--- src/hdl/ltn_pkg.sv ---
`timescale 1ns / 1ps

package ltn_pkg;

	// Q1.16 constants (16 fraction bits)
	localparam logic [16:0] ONE_Q16       = 17'd65536;
	localparam logic [16:0] HALF_Q16      = 17'd32768;
	localparam logic [15:0] DEFAULT_ALPHA = 16'd6554;

	// register indexes on the write port
	localparam logic [1:0] REG_MAX_DRAFT     = 2'd0;
	localparam logic [1:0] REG_SMOOTHING     = 2'd1;
	localparam logic [1:0] REG_ACTIVE_LAYERS = 2'd2;

	// register reset values
	localparam logic [6:0]  RST_MAX_DRAFT     = 7'd8;
	localparam logic [15:0] RST_SMOOTHING     = 16'd6554;
	localparam logic [6:0]  RST_ACTIVE_LAYERS = 7'd64;

	// one observation or query request
	typedef struct packed {
		logic [5:0]  layer;
		logic [15:0] accepted;
		logic [15:0] total;
	} ltn_item_t;

	// one result
	typedef struct packed {
		logic [6:0]  draft_count;
		logic [16:0] rate;
		logic        layer_valid;
	} ltn_result_t;

endpackage

--- src/hdl/ltn_divider.sv ---
`timescale 1ns / 1ps

// Restoring divider for a fraction below one: quotient = floor(num * 2^16 / den),
// valid when num < den. One quotient bit per cycle.
module ltn_divider import ltn_pkg::*; (
	input  logic        clk,
	input  logic        arst_n,
	input  logic        go,
	input  logic [15:0] num,
	input  logic [15:0] den,
	output logic        done,
	output logic [15:0] quotient
);

	logic [15:0] rem_q;
	logic [15:0] den_q;
	logic [15:0] quo_q;
	logic [4:0]  cnt_q;
	logic        done_q;
	logic [16:0] shifted;
	logic [17:0] diff;
	logic        ge;

	// one trial subtraction per cycle
	assign shifted = {rem_q, 1'b0};
	assign diff    = {1'b0, shifted} - {2'b00, den_q};
	assign ge      = ~diff[17];

	always_ff @(posedge clk or negedge arst_n) begin
		if (!arst_n) begin
			cnt_q  <= '0;
			done_q <= 1'b0;
		end else begin
			done_q <= 1'b0;
			if (go) begin
				cnt_q <= 5'd16;
			end else if (cnt_q != 5'd0) begin
				cnt_q <= cnt_q - 5'd1;
				if (cnt_q == 5'd1) begin
					done_q <= 1'b1;
				end
			end
		end
	end

	// datapath
	always_ff @(posedge clk) begin
		if (go) begin
			rem_q <= num;
			den_q <= den;
			quo_q <= '0;
		end else if (cnt_q != 5'd0) begin
			rem_q <= ge ? diff[15:0] : shifted[15:0];
			quo_q <= {quo_q[14:0], ge};
		end
	end

	assign done     = done_q;
	assign quotient = quo_q;

endmodule

--- src/hdl/ltn_rate_mem.sv ---
`timescale 1ns / 1ps

// Rate table: one write port, one read port with registered data.
module ltn_rate_mem import ltn_pkg::*; #(
	parameter int DEPTH = 64,
	parameter int AW    = 6
) (
	input  logic          clk,
	input  logic          we,
	input  logic [AW-1:0] waddr,
	input  logic [16:0]   wdata,
	input  logic          re,
	input  logic [AW-1:0] raddr,
	output logic [16:0]   rdata
);

	logic [16:0] mem_q [DEPTH];
	logic [16:0] rdata_q;

	always_ff @(posedge clk) begin
		if (we) begin
			mem_q[waddr] <= wdata;
		end
	end

	// read data holds until the next read
	always_ff @(posedge clk) begin
		if (re) begin
			rdata_q <= mem_q[raddr];
		end
	end

	assign rdata = rdata_q;

endmodule

--- src/hdl/per_layer_draft_length_tuner.sv ---
`timescale 1ns / 1ps

// Per-layer draft length tuner.
// Keeps a smoothed Q1.16 acceptance rate per layer and proposes a draft count.
// Request channel: item is taken at a clock edge with start high and busy low.
// Result channel: done is high for one cycle with result; it cannot be held off.
// Config port: cfg_we / cfg_index / cfg_data, written at a clock edge with cfg_we high, no read-back;
// index 0 max_draft, 1 smoothing, 2 active_layers, other indexes are ignored.
// An update request (accepted < total) runs the serial divider, then makes
// three passes through the one shared 17x17 multiplier. A saturated ratio
// (accepted >= total) skips the divider; a query (total zero) makes only the
// draft pass; a rejected layer none. busy stays high meanwhile, so one request
// is in work at a time; a new one may be taken in the done cycle.
// Reset: after arst_n is released the table is cleared to one half, one entry
// a cycle, for every entry with busy high; config writes are taken as ever.
// The receiver cannot stall: each result is shown exactly once.
module per_layer_draft_length_tuner import ltn_pkg::*; #(
	parameter int LAYERS = 64
) (
	input  logic        clk,
	input  logic        arst_n,
	input  logic        start,
	output logic        busy,
	input  ltn_item_t   item,
	output logic        done,
	output ltn_result_t result,
	input  logic        cfg_we,
	input  logic [1:0]  cfg_index,
	input  logic [15:0] cfg_data
);

	localparam int AW = (LAYERS > 1) ? $clog2(LAYERS) : 1;

	typedef enum logic [8:0] {
		S_CLEAR = 9'b000000001,
		S_IDLE  = 9'b000000010,
		S_LOAD  = 9'b000000100,
		S_DIV   = 9'b000001000,
		S_MUL_A = 9'b000010000,
		S_MUL_B = 9'b000100000,
		S_SUM   = 9'b001000000,
		S_DRAFT = 9'b010000000,
		S_OUT   = 9'b100000000
	} state_t;

	state_t      state_q;
	logic [AW-1:0] clr_q;
	logic [AW-1:0] addr_q;
	logic        valid_q;
	logic [6:0]  max_draft_q;
	logic [15:0] smoothing_q;
	logic [6:0]  active_layers_q;
	logic [16:0] ratio_q;
	logic [16:0] rate_q;
	logic [33:0] part_q;
	logic [33:0] prod_q;
	logic        done_q;
	ltn_result_t result_q;

	logic        accept;
	logic        layer_ok;
	logic [15:0] alpha;
	logic [6:0]  kmax;
	logic [16:0] mul_a;
	logic [16:0] mul_b;
	logic [33:0] product;
	logic [34:0] blend_sum;
	logic [16:0] blend_v;
	logic [33:0] draft_sum;
	logic [6:0]  draft_k;
	logic        mem_we;
	logic [AW-1:0] mem_waddr;
	logic [16:0] mem_wdata;
	logic [16:0] mem_rdata;
	logic        div_done;
	logic [15:0] div_quo;

	assign accept   = start && (state_q == S_IDLE);
	assign busy     = (state_q != S_IDLE);
	assign layer_ok = ({1'b0, item.layer} < active_layers_q) && (32'(item.layer) < LAYERS);
	assign alpha    = (smoothing_q == 16'd0) ? DEFAULT_ALPHA : smoothing_q;
	assign kmax     = (max_draft_q == 7'd0) ? 7'd1 : max_draft_q;

	// configuration registers
	always_ff @(posedge clk or negedge arst_n) begin
		if (!arst_n) begin
			max_draft_q     <= RST_MAX_DRAFT;
			smoothing_q     <= RST_SMOOTHING;
			active_layers_q <= RST_ACTIVE_LAYERS;
		end else if (cfg_we) begin
			case (cfg_index)
				REG_MAX_DRAFT:     max_draft_q     <= cfg_data[6:0];
				REG_SMOOTHING:     smoothing_q     <= cfg_data;
				REG_ACTIVE_LAYERS: active_layers_q <= cfg_data[6:0];
				default: ;
			endcase
		end
	end

	// shared multiplier operand select
	always_comb begin
		case (state_q)
			S_MUL_A: begin
				mul_a = {1'b0, alpha};
				mul_b = ratio_q;
			end
			S_MUL_B: begin
				mul_a = ONE_Q16 - {1'b0, alpha};
				mul_b = mem_rdata;
			end
			default: begin
				mul_a = {10'd0, kmax - 7'd1};
				mul_b = rate_q;
			end
		endcase
	end

	assign product = mul_a * mul_b;

	// blend rounding and clip
	assign blend_sum = {1'b0, part_q} + {1'b0, prod_q} + 35'(HALF_Q16);
	assign blend_v   = (blend_sum[34:16] > 19'(ONE_Q16)) ? ONE_Q16 : blend_sum[32:16];

	// draft count rounding and clamp
	assign draft_sum = prod_q + 34'(HALF_Q16);
	assign draft_k   = (7'd1 + draft_sum[22:16] > kmax) ? kmax : 7'd1 + draft_sum[22:16];

	// table write: clearing pass or blended rate
	always_comb begin
		mem_we    = 1'b0;
		mem_waddr = addr_q;
		mem_wdata = blend_v;
		case (state_q)
			S_CLEAR: begin
				mem_we    = 1'b1;
				mem_waddr = clr_q;
				mem_wdata = HALF_Q16;
			end
			S_SUM: begin
				mem_we = 1'b1;
			end
			default: ;
		endcase
	end

	ltn_rate_mem #(
		.DEPTH(LAYERS),
		.AW   (AW)
	) u_mem (
		.clk  (clk),
		.we   (mem_we),
		.waddr(mem_waddr),
		.wdata(mem_wdata),
		.re   (accept),
		.raddr(AW'(item.layer)),
		.rdata(mem_rdata)
	);

	ltn_divider u_div (
		.clk     (clk),
		.arst_n  (arst_n),
		.go      (accept && layer_ok && (item.total != 16'd0) && (item.accepted < item.total)),
		.num     (item.accepted),
		.den     (item.total),
		.done    (div_done),
		.quotient(div_quo)
	);

	// sequencer
	always_ff @(posedge clk or negedge arst_n) begin
		if (!arst_n) begin
			state_q <= S_CLEAR;
			clr_q   <= '0;
			done_q  <= 1'b0;
		end else begin
			done_q <= 1'b0;
			case (state_q)
				S_CLEAR: begin
					clr_q <= clr_q + AW'(1);
					if (clr_q == AW'(LAYERS - 1)) begin
						state_q <= S_IDLE;
					end
				end
				S_IDLE: begin
					if (start) begin
						if (!layer_ok) begin
							state_q <= S_OUT;
						end else if (item.total == 16'd0) begin
							state_q <= S_LOAD;
						end else if (item.accepted >= item.total) begin
							state_q <= S_MUL_A;
						end else begin
							state_q <= S_DIV;
						end
					end
				end
				S_LOAD:  state_q <= S_DRAFT;
				S_DIV: begin
					if (div_done) begin
						state_q <= S_MUL_A;
					end
				end
				S_MUL_A: state_q <= S_MUL_B;
				S_MUL_B: state_q <= S_SUM;
				S_SUM:   state_q <= S_DRAFT;
				S_DRAFT: state_q <= S_OUT;
				S_OUT: begin
					done_q  <= 1'b1;
					state_q <= S_IDLE;
				end
				default: state_q <= S_IDLE;
			endcase
		end
	end

	// datapath registers
	always_ff @(posedge clk) begin
		case (state_q)
			S_IDLE: begin
				addr_q  <= AW'(item.layer);
				valid_q <= layer_ok;
				ratio_q <= ONE_Q16;
			end
			S_LOAD:  rate_q  <= mem_rdata;
			S_DIV:   ratio_q <= {1'b0, div_quo};
			S_MUL_A: part_q  <= product;
			S_MUL_B: prod_q  <= product;
			S_SUM:   rate_q  <= blend_v;
			S_DRAFT: prod_q  <= product;
			S_OUT: begin
				if (valid_q) begin
					result_q.draft_count <= draft_k;
					result_q.rate        <= rate_q;
					result_q.layer_valid <= 1'b1;
				end else begin
					result_q.draft_count <= 7'd1;
					result_q.rate        <= '0;
					result_q.layer_valid <= 1'b0;
				end
			end
			default: ;
		endcase
	end

	assign done   = done_q;
	assign result = result_q;

endmodule

--- config.mk ---
export PLATFORM = sky130hd
export DESIGN_NAME = per_layer_draft_length_tuner
export DESIGN_NICKNAME = d
export VERILOG_FILES = /design/src/hdl/ltn_pkg.sv /design/src/hdl/ltn_divider.sv /design/src/hdl/ltn_rate_mem.sv /design/src/hdl/per_layer_draft_length_tuner.sv
export SDC_FILE = /design/constraint.sdc
export NUM_CORES = 2
export LEC_CHECK = 0
export BUFFER_PORTS_ARGS = -buffer_cell sky130_fd_sc_hd__buf_2
export CAP_MARGIN = 20
export CORE_AREA = 2 2 363 365
export CTS_CLUSTER_DIAMETER = 50
export DETAILED_ROUTE_END_ITERATION = 8
export DIE_AREA = 0 0 365 367
export PLACE_DENSITY_LB_ADDON = 0.15
export RECOVER_POWER = 25
export SLEW_MARGIN = 40
export SYNTH_ARGS = -nofsm -noshare
export SYNTH_HDL_FRONTEND = slang
export SYNTH_SLANG_ARGS = --single-unit
--- constraint.sdc ---
create_clock -name clk -period 8.54 [get_ports clk]
set_input_delay 0.427 -clock clk [delete_from_list [all_inputs] [get_ports clk]]
set_output_delay 0.427 -clock clk [all_outputs]
set_load 0.01 [all_outputs]
==> summary.md <==
### CTS
* clk_lat worst skew: 0.78 ns
* Clock Pin Slew Worst Setup and Hold Paths: 0.06 ns
* Root Buffer: sky130_fd_sc_hd__clkbuf_16
* clock buffers created by TritonCTS: 146
* Clock Path Buffers: 3
* clock sinks: 1,339
* TritonCTS clock tree: built
* H-tree depth reported by CTS: 4

### Worst setup path
* critical-path maximum fanout: 4
* library cell contributing the largest single delay on the critical path: sky130_fd_sc_hd__or4_4
* launch point of the critical path: smoothing_q[4]
* Critical Path Source Type: flip-flop
* CP Data Arrival Time: 8.72 ns
* crit end category: flip-flop
* Required @ worst endpoint: 9.05 ns
* category of the critical setup timing path: flip-flop to flip-flop
* startpoint of the worst-slack reg-to-reg timing path: smoothing_q[4]
* most frequent cell on the critical path: sky130_fd_sc_hd__fa_1
* Max stage delay on crit path: 0.55 ns

### Floorplanning
* Chip Width: 365 um
* number of I/O pins: 87
* area of the die: 134,000 um^2
* placeable core area: 130,000 um^2
* effective utilization at floorplan: 0.496
* Site Rows: 133
* Chip Height: 367 um

### Synth
* Synth Flop Type: sky130_fd_sc_hd__edfxtp_1
* Post-Syn Area: 64,700 um^2
* Synth Area in Compound Gates: 0.0403
* adder-cell share of the synthesized area: 0.113
* number of flops mapped to enable cells by yosys: 1,271
* share of synthesized flip-flops with an asynchronous set or reset: 0.0388
* mux share of post-synthesis cell area: 0.129
* Syn. warnings: 0
* post-synthesis instance total: 4,043
* simple-gate share of the synthesized area: 0.0620
* main combinational cell family by area after synthesis: multiplexers
* Net Count, Synth: 4,552
* sequential fraction of the synthesis area: 0.615
* parity-gate share of the synthesized area counting xor and xnor cells: 0.00988
* number of storage elements in the synthesis netlist: 1,339
* distinct cell type count after synthesis: 91
* Synth Area per Inst: 16.0 um^2

### Cells and area
* # nets final: 4,937
* non-filler cells, final: 6,305
* area grow syn2layout: 14.8%
* fraction of the core area covered by cells at the end of the flow: 0.569
* finished layout cell area: 74,200 um^2
* share of cells above drive strength 1: 0.226

### Global route
* overall global routing resource usage: 0.252
* first-pass GRT wire length: 244 mm
* number of antenna violations at the first check in global routing: 15
* remaining global-route overflow: 0
* via count of the first global-routing pass: 36.9k
* pin count of the biggest net entering global routing: 81

### Hold path
* worst min path class: input port to flip-flop
* hold wc startpoint: start

### Status
* result of the run: finished with violations
* violations in the final reports: max-capacitance violations, max-slew violations

### Pwr
* power density relative to cell area: 349 nW/um^2
* peak ir drop on the vdd network: 0.866 mV
* standby leakage power: 28.8 nW

### STA
* relative slew slack: -1.55
* minimum clock period: 8.21 ns
* Worst-Margin Slew: 3.83 ns
* Finish-stage setup viols: 0
* final number of max-transition violations: 448
* maximum clock rate: 0.122 GHz
* post-route clock skew: 0.0383 ns
* final cycle utilization of the critical path: 0.961
* endpoints failing hold: 0

### Placed design
* Post-Place Cell Area: 69,100 um^2
* quantity of I/O buffers inserted on ports: 86
* detailed placement HPWL: 111 mm
* cell count after placement: 5,983
* RD Place Congestion: 0.949

### Drt
* TritonRoute pass-1 iters: 6
* average detailed-routed wire length per instance: 26.3 um
* total DRC errors in the routed layout: 0
* post-detailed-route count of antenna-violating nets: 0
* number of vias after detailed routing: 36.5k
* DRC violation total after the first TritonRoute iteration: 3,372
* drt total wl: 166 mm
* Via-to-Cell Ratio: 5.78

### Flow run
* max-cap check violation count: 14

worst paths after layout:
path / cells past startpoint / to / slack [ns]
worst min register to register: 2 / u_div.quotient[15] / 0.46
worst max-delay path: 32 / part_q[31] / 0.33
worst min-delay path: 3 / state_q[2] / 0.06
worst max register to register: 32 / part_q[31] / 0.33
max in group asynchronous: 3 / smoothing_q[9] / 4.87
min in group asynchronous: 3 / state_q[3] / 1.56
area by class of cell:
| type | instances | area [um^2] |
|---|---|---|
| clock inverters | 72 | 623 |
| inverters | 366 | 1380 |
| diodes | 5 | 12.5 |
| fillers | 10311 | 56200 |
| repair buffers | 389 | 2740 |
| well taps | 1755 | 2200 |
| clock buffers | 193 | 3930 |
| multi-input cells | 2186 | 23600 |
| flip-flops and latches | 1339 | 39800 |
metal layers:
metal  vias to the layer above  global-route usage  wire length (um)
met4                        16              0.0840              5550
met2                      1208               0.400             79300
met5                         -                   0               103
met3                       260              0.0480             11600
met1                     19024               0.351             69100
li1                      15959                   -                 -
layout by cell type (no fill, tap or decap), types with 25 or more instances in the layout:
master                          instances
sky130_fd_sc_hd__edfxtp_1            1271
sky130_fd_sc_hd__ha_1                 218
sky130_fd_sc_hd__clkbuf_1             128
sky130_fd_sc_hd__mux2_2                25
sky130_fd_sc_hd__dfrtp_1               42
sky130_fd_sc_hd__buf_2                 29
sky130_fd_sc_hd__a21oi_1              112
sky130_fd_sc_hd__o21ai_0               69
sky130_fd_sc_hd__xor2_1                26
sky130_fd_sc_hd__nor2_1               247
sky130_fd_sc_hd__clkbuf_16            149
sky130_fd_sc_hd__a21o_1                29
sky130_fd_sc_hd__and2_0                29
sky130_fd_sc_hd__nand3_1               31
sky130_fd_sc_hd__dlygate4sd3_1         39
sky130_fd_sc_hd__buf_4                215
sky130_fd_sc_hd__xnor2_1               47
sky130_fd_sc_hd__nor2_2                51
sky130_fd_sc_hd__clkinv_1              26
sky130_fd_sc_hd__inv_1                359
sky130_fd_sc_hd__mux4_2               357
sky130_fd_sc_hd__fa_1                 222
sky130_fd_sc_hd__nand2_1              312
report_power, final:
part,switching [mW],internal [mW]
sequential,0.186,8.26
combinational,6.88,4.67
clock,2.60,3.35
timing repair:
item                       in CTS  in global routing
setup buffers                   2                 10
hold endpoints to repair       92                  0
gates resized for setup         4                 78
pin swaps                       1                 53
setup endpoints to repair       8                 14
hold buffers                   39                  0
through the flow:
step	setup TNS, ns	hold WS [ns]	setup slack (ns)	total power, mW
after floorplan	0	0.131	0.0447	15.4
after global placement	-0.163	0.443	-0.0480	19.8
after detailed placement	-0.881	0.445	-0.175	19.9
after CTS	0	0.000868	0.0219	25.9
after global routing	-0.103	0.0462	-0.0416	27.6
final	0	0.0574	0.330	25.9
synthesized netlist by cell type (33+ instances only):
cell type | instances | area, um^2
sky130_fd_sc_hd__nand2_1 | 321 | 1200
sky130_fd_sc_hd__a21oi_1 | 116 | 581
sky130_fd_sc_hd__nor2_1 | 317 | 1190
sky130_fd_sc_hd__clkbuf_1 | 110 | 413
sky130_fd_sc_hd__fa_1 | 225 | 4500
sky130_fd_sc_hd__ha_1 | 224 | 2800
sky130_fd_sc_hd__mux4_2 | 357 | 8040
sky130_fd_sc_hd__inv_1 | 364 | 1370
sky130_fd_sc_hd__dfrtp_1 | 42 | 1050
sky130_fd_sc_hd__buf_1 | 37 | 139
sky130_fd_sc_hd__edfxtp_1 | 1271 | 38200
sky130_fd_sc_hd__and2_1 | 53 | 332
sky130_fd_sc_hd__o21ai_0 | 78 | 390
sky130_fd_sc_hd__xnor2_1 | 47 | 412
sky130_fd_sc_hd__nand3_1 | 33 | 165
flip-flops by register name (all words and copies together), names as in the netlist:
signal           cells
u_div.den_q         16
smoothing_q         16
clr_q                6
addr_q               6
result              25
u_mem.mem_q       1088
done                 1
prod_q              34
part_q              34
u_div.quotient      16
state_q              9
u_div.done           1
rate_q              17
ratio_q             17
u_div.rem_q         16
active_layers_q      7
max_draft_q          7
valid_q              1
u_mem.rdata         17
u_div.cnt_q          5
kinds of logic after synthesis:
logic type	after synthesis
compound gates	388
xor+xnor	73
fa+ha+maj	449
buf+inv	518
flops	1339
mux	386
simple gates	890
critical path: cells and delay by family, from the launching register on:
kind | cells | cell delay, ns
buf+inv | 5 | 0.36
simple gates | 8 | 1.20
fa+ha+maj | 8 | 3.44
flops | 1 | 0.53
compound gates | 10 | 2.33
xor+xnor | 1 | 0.10
(Power assumes the default switching activity.)
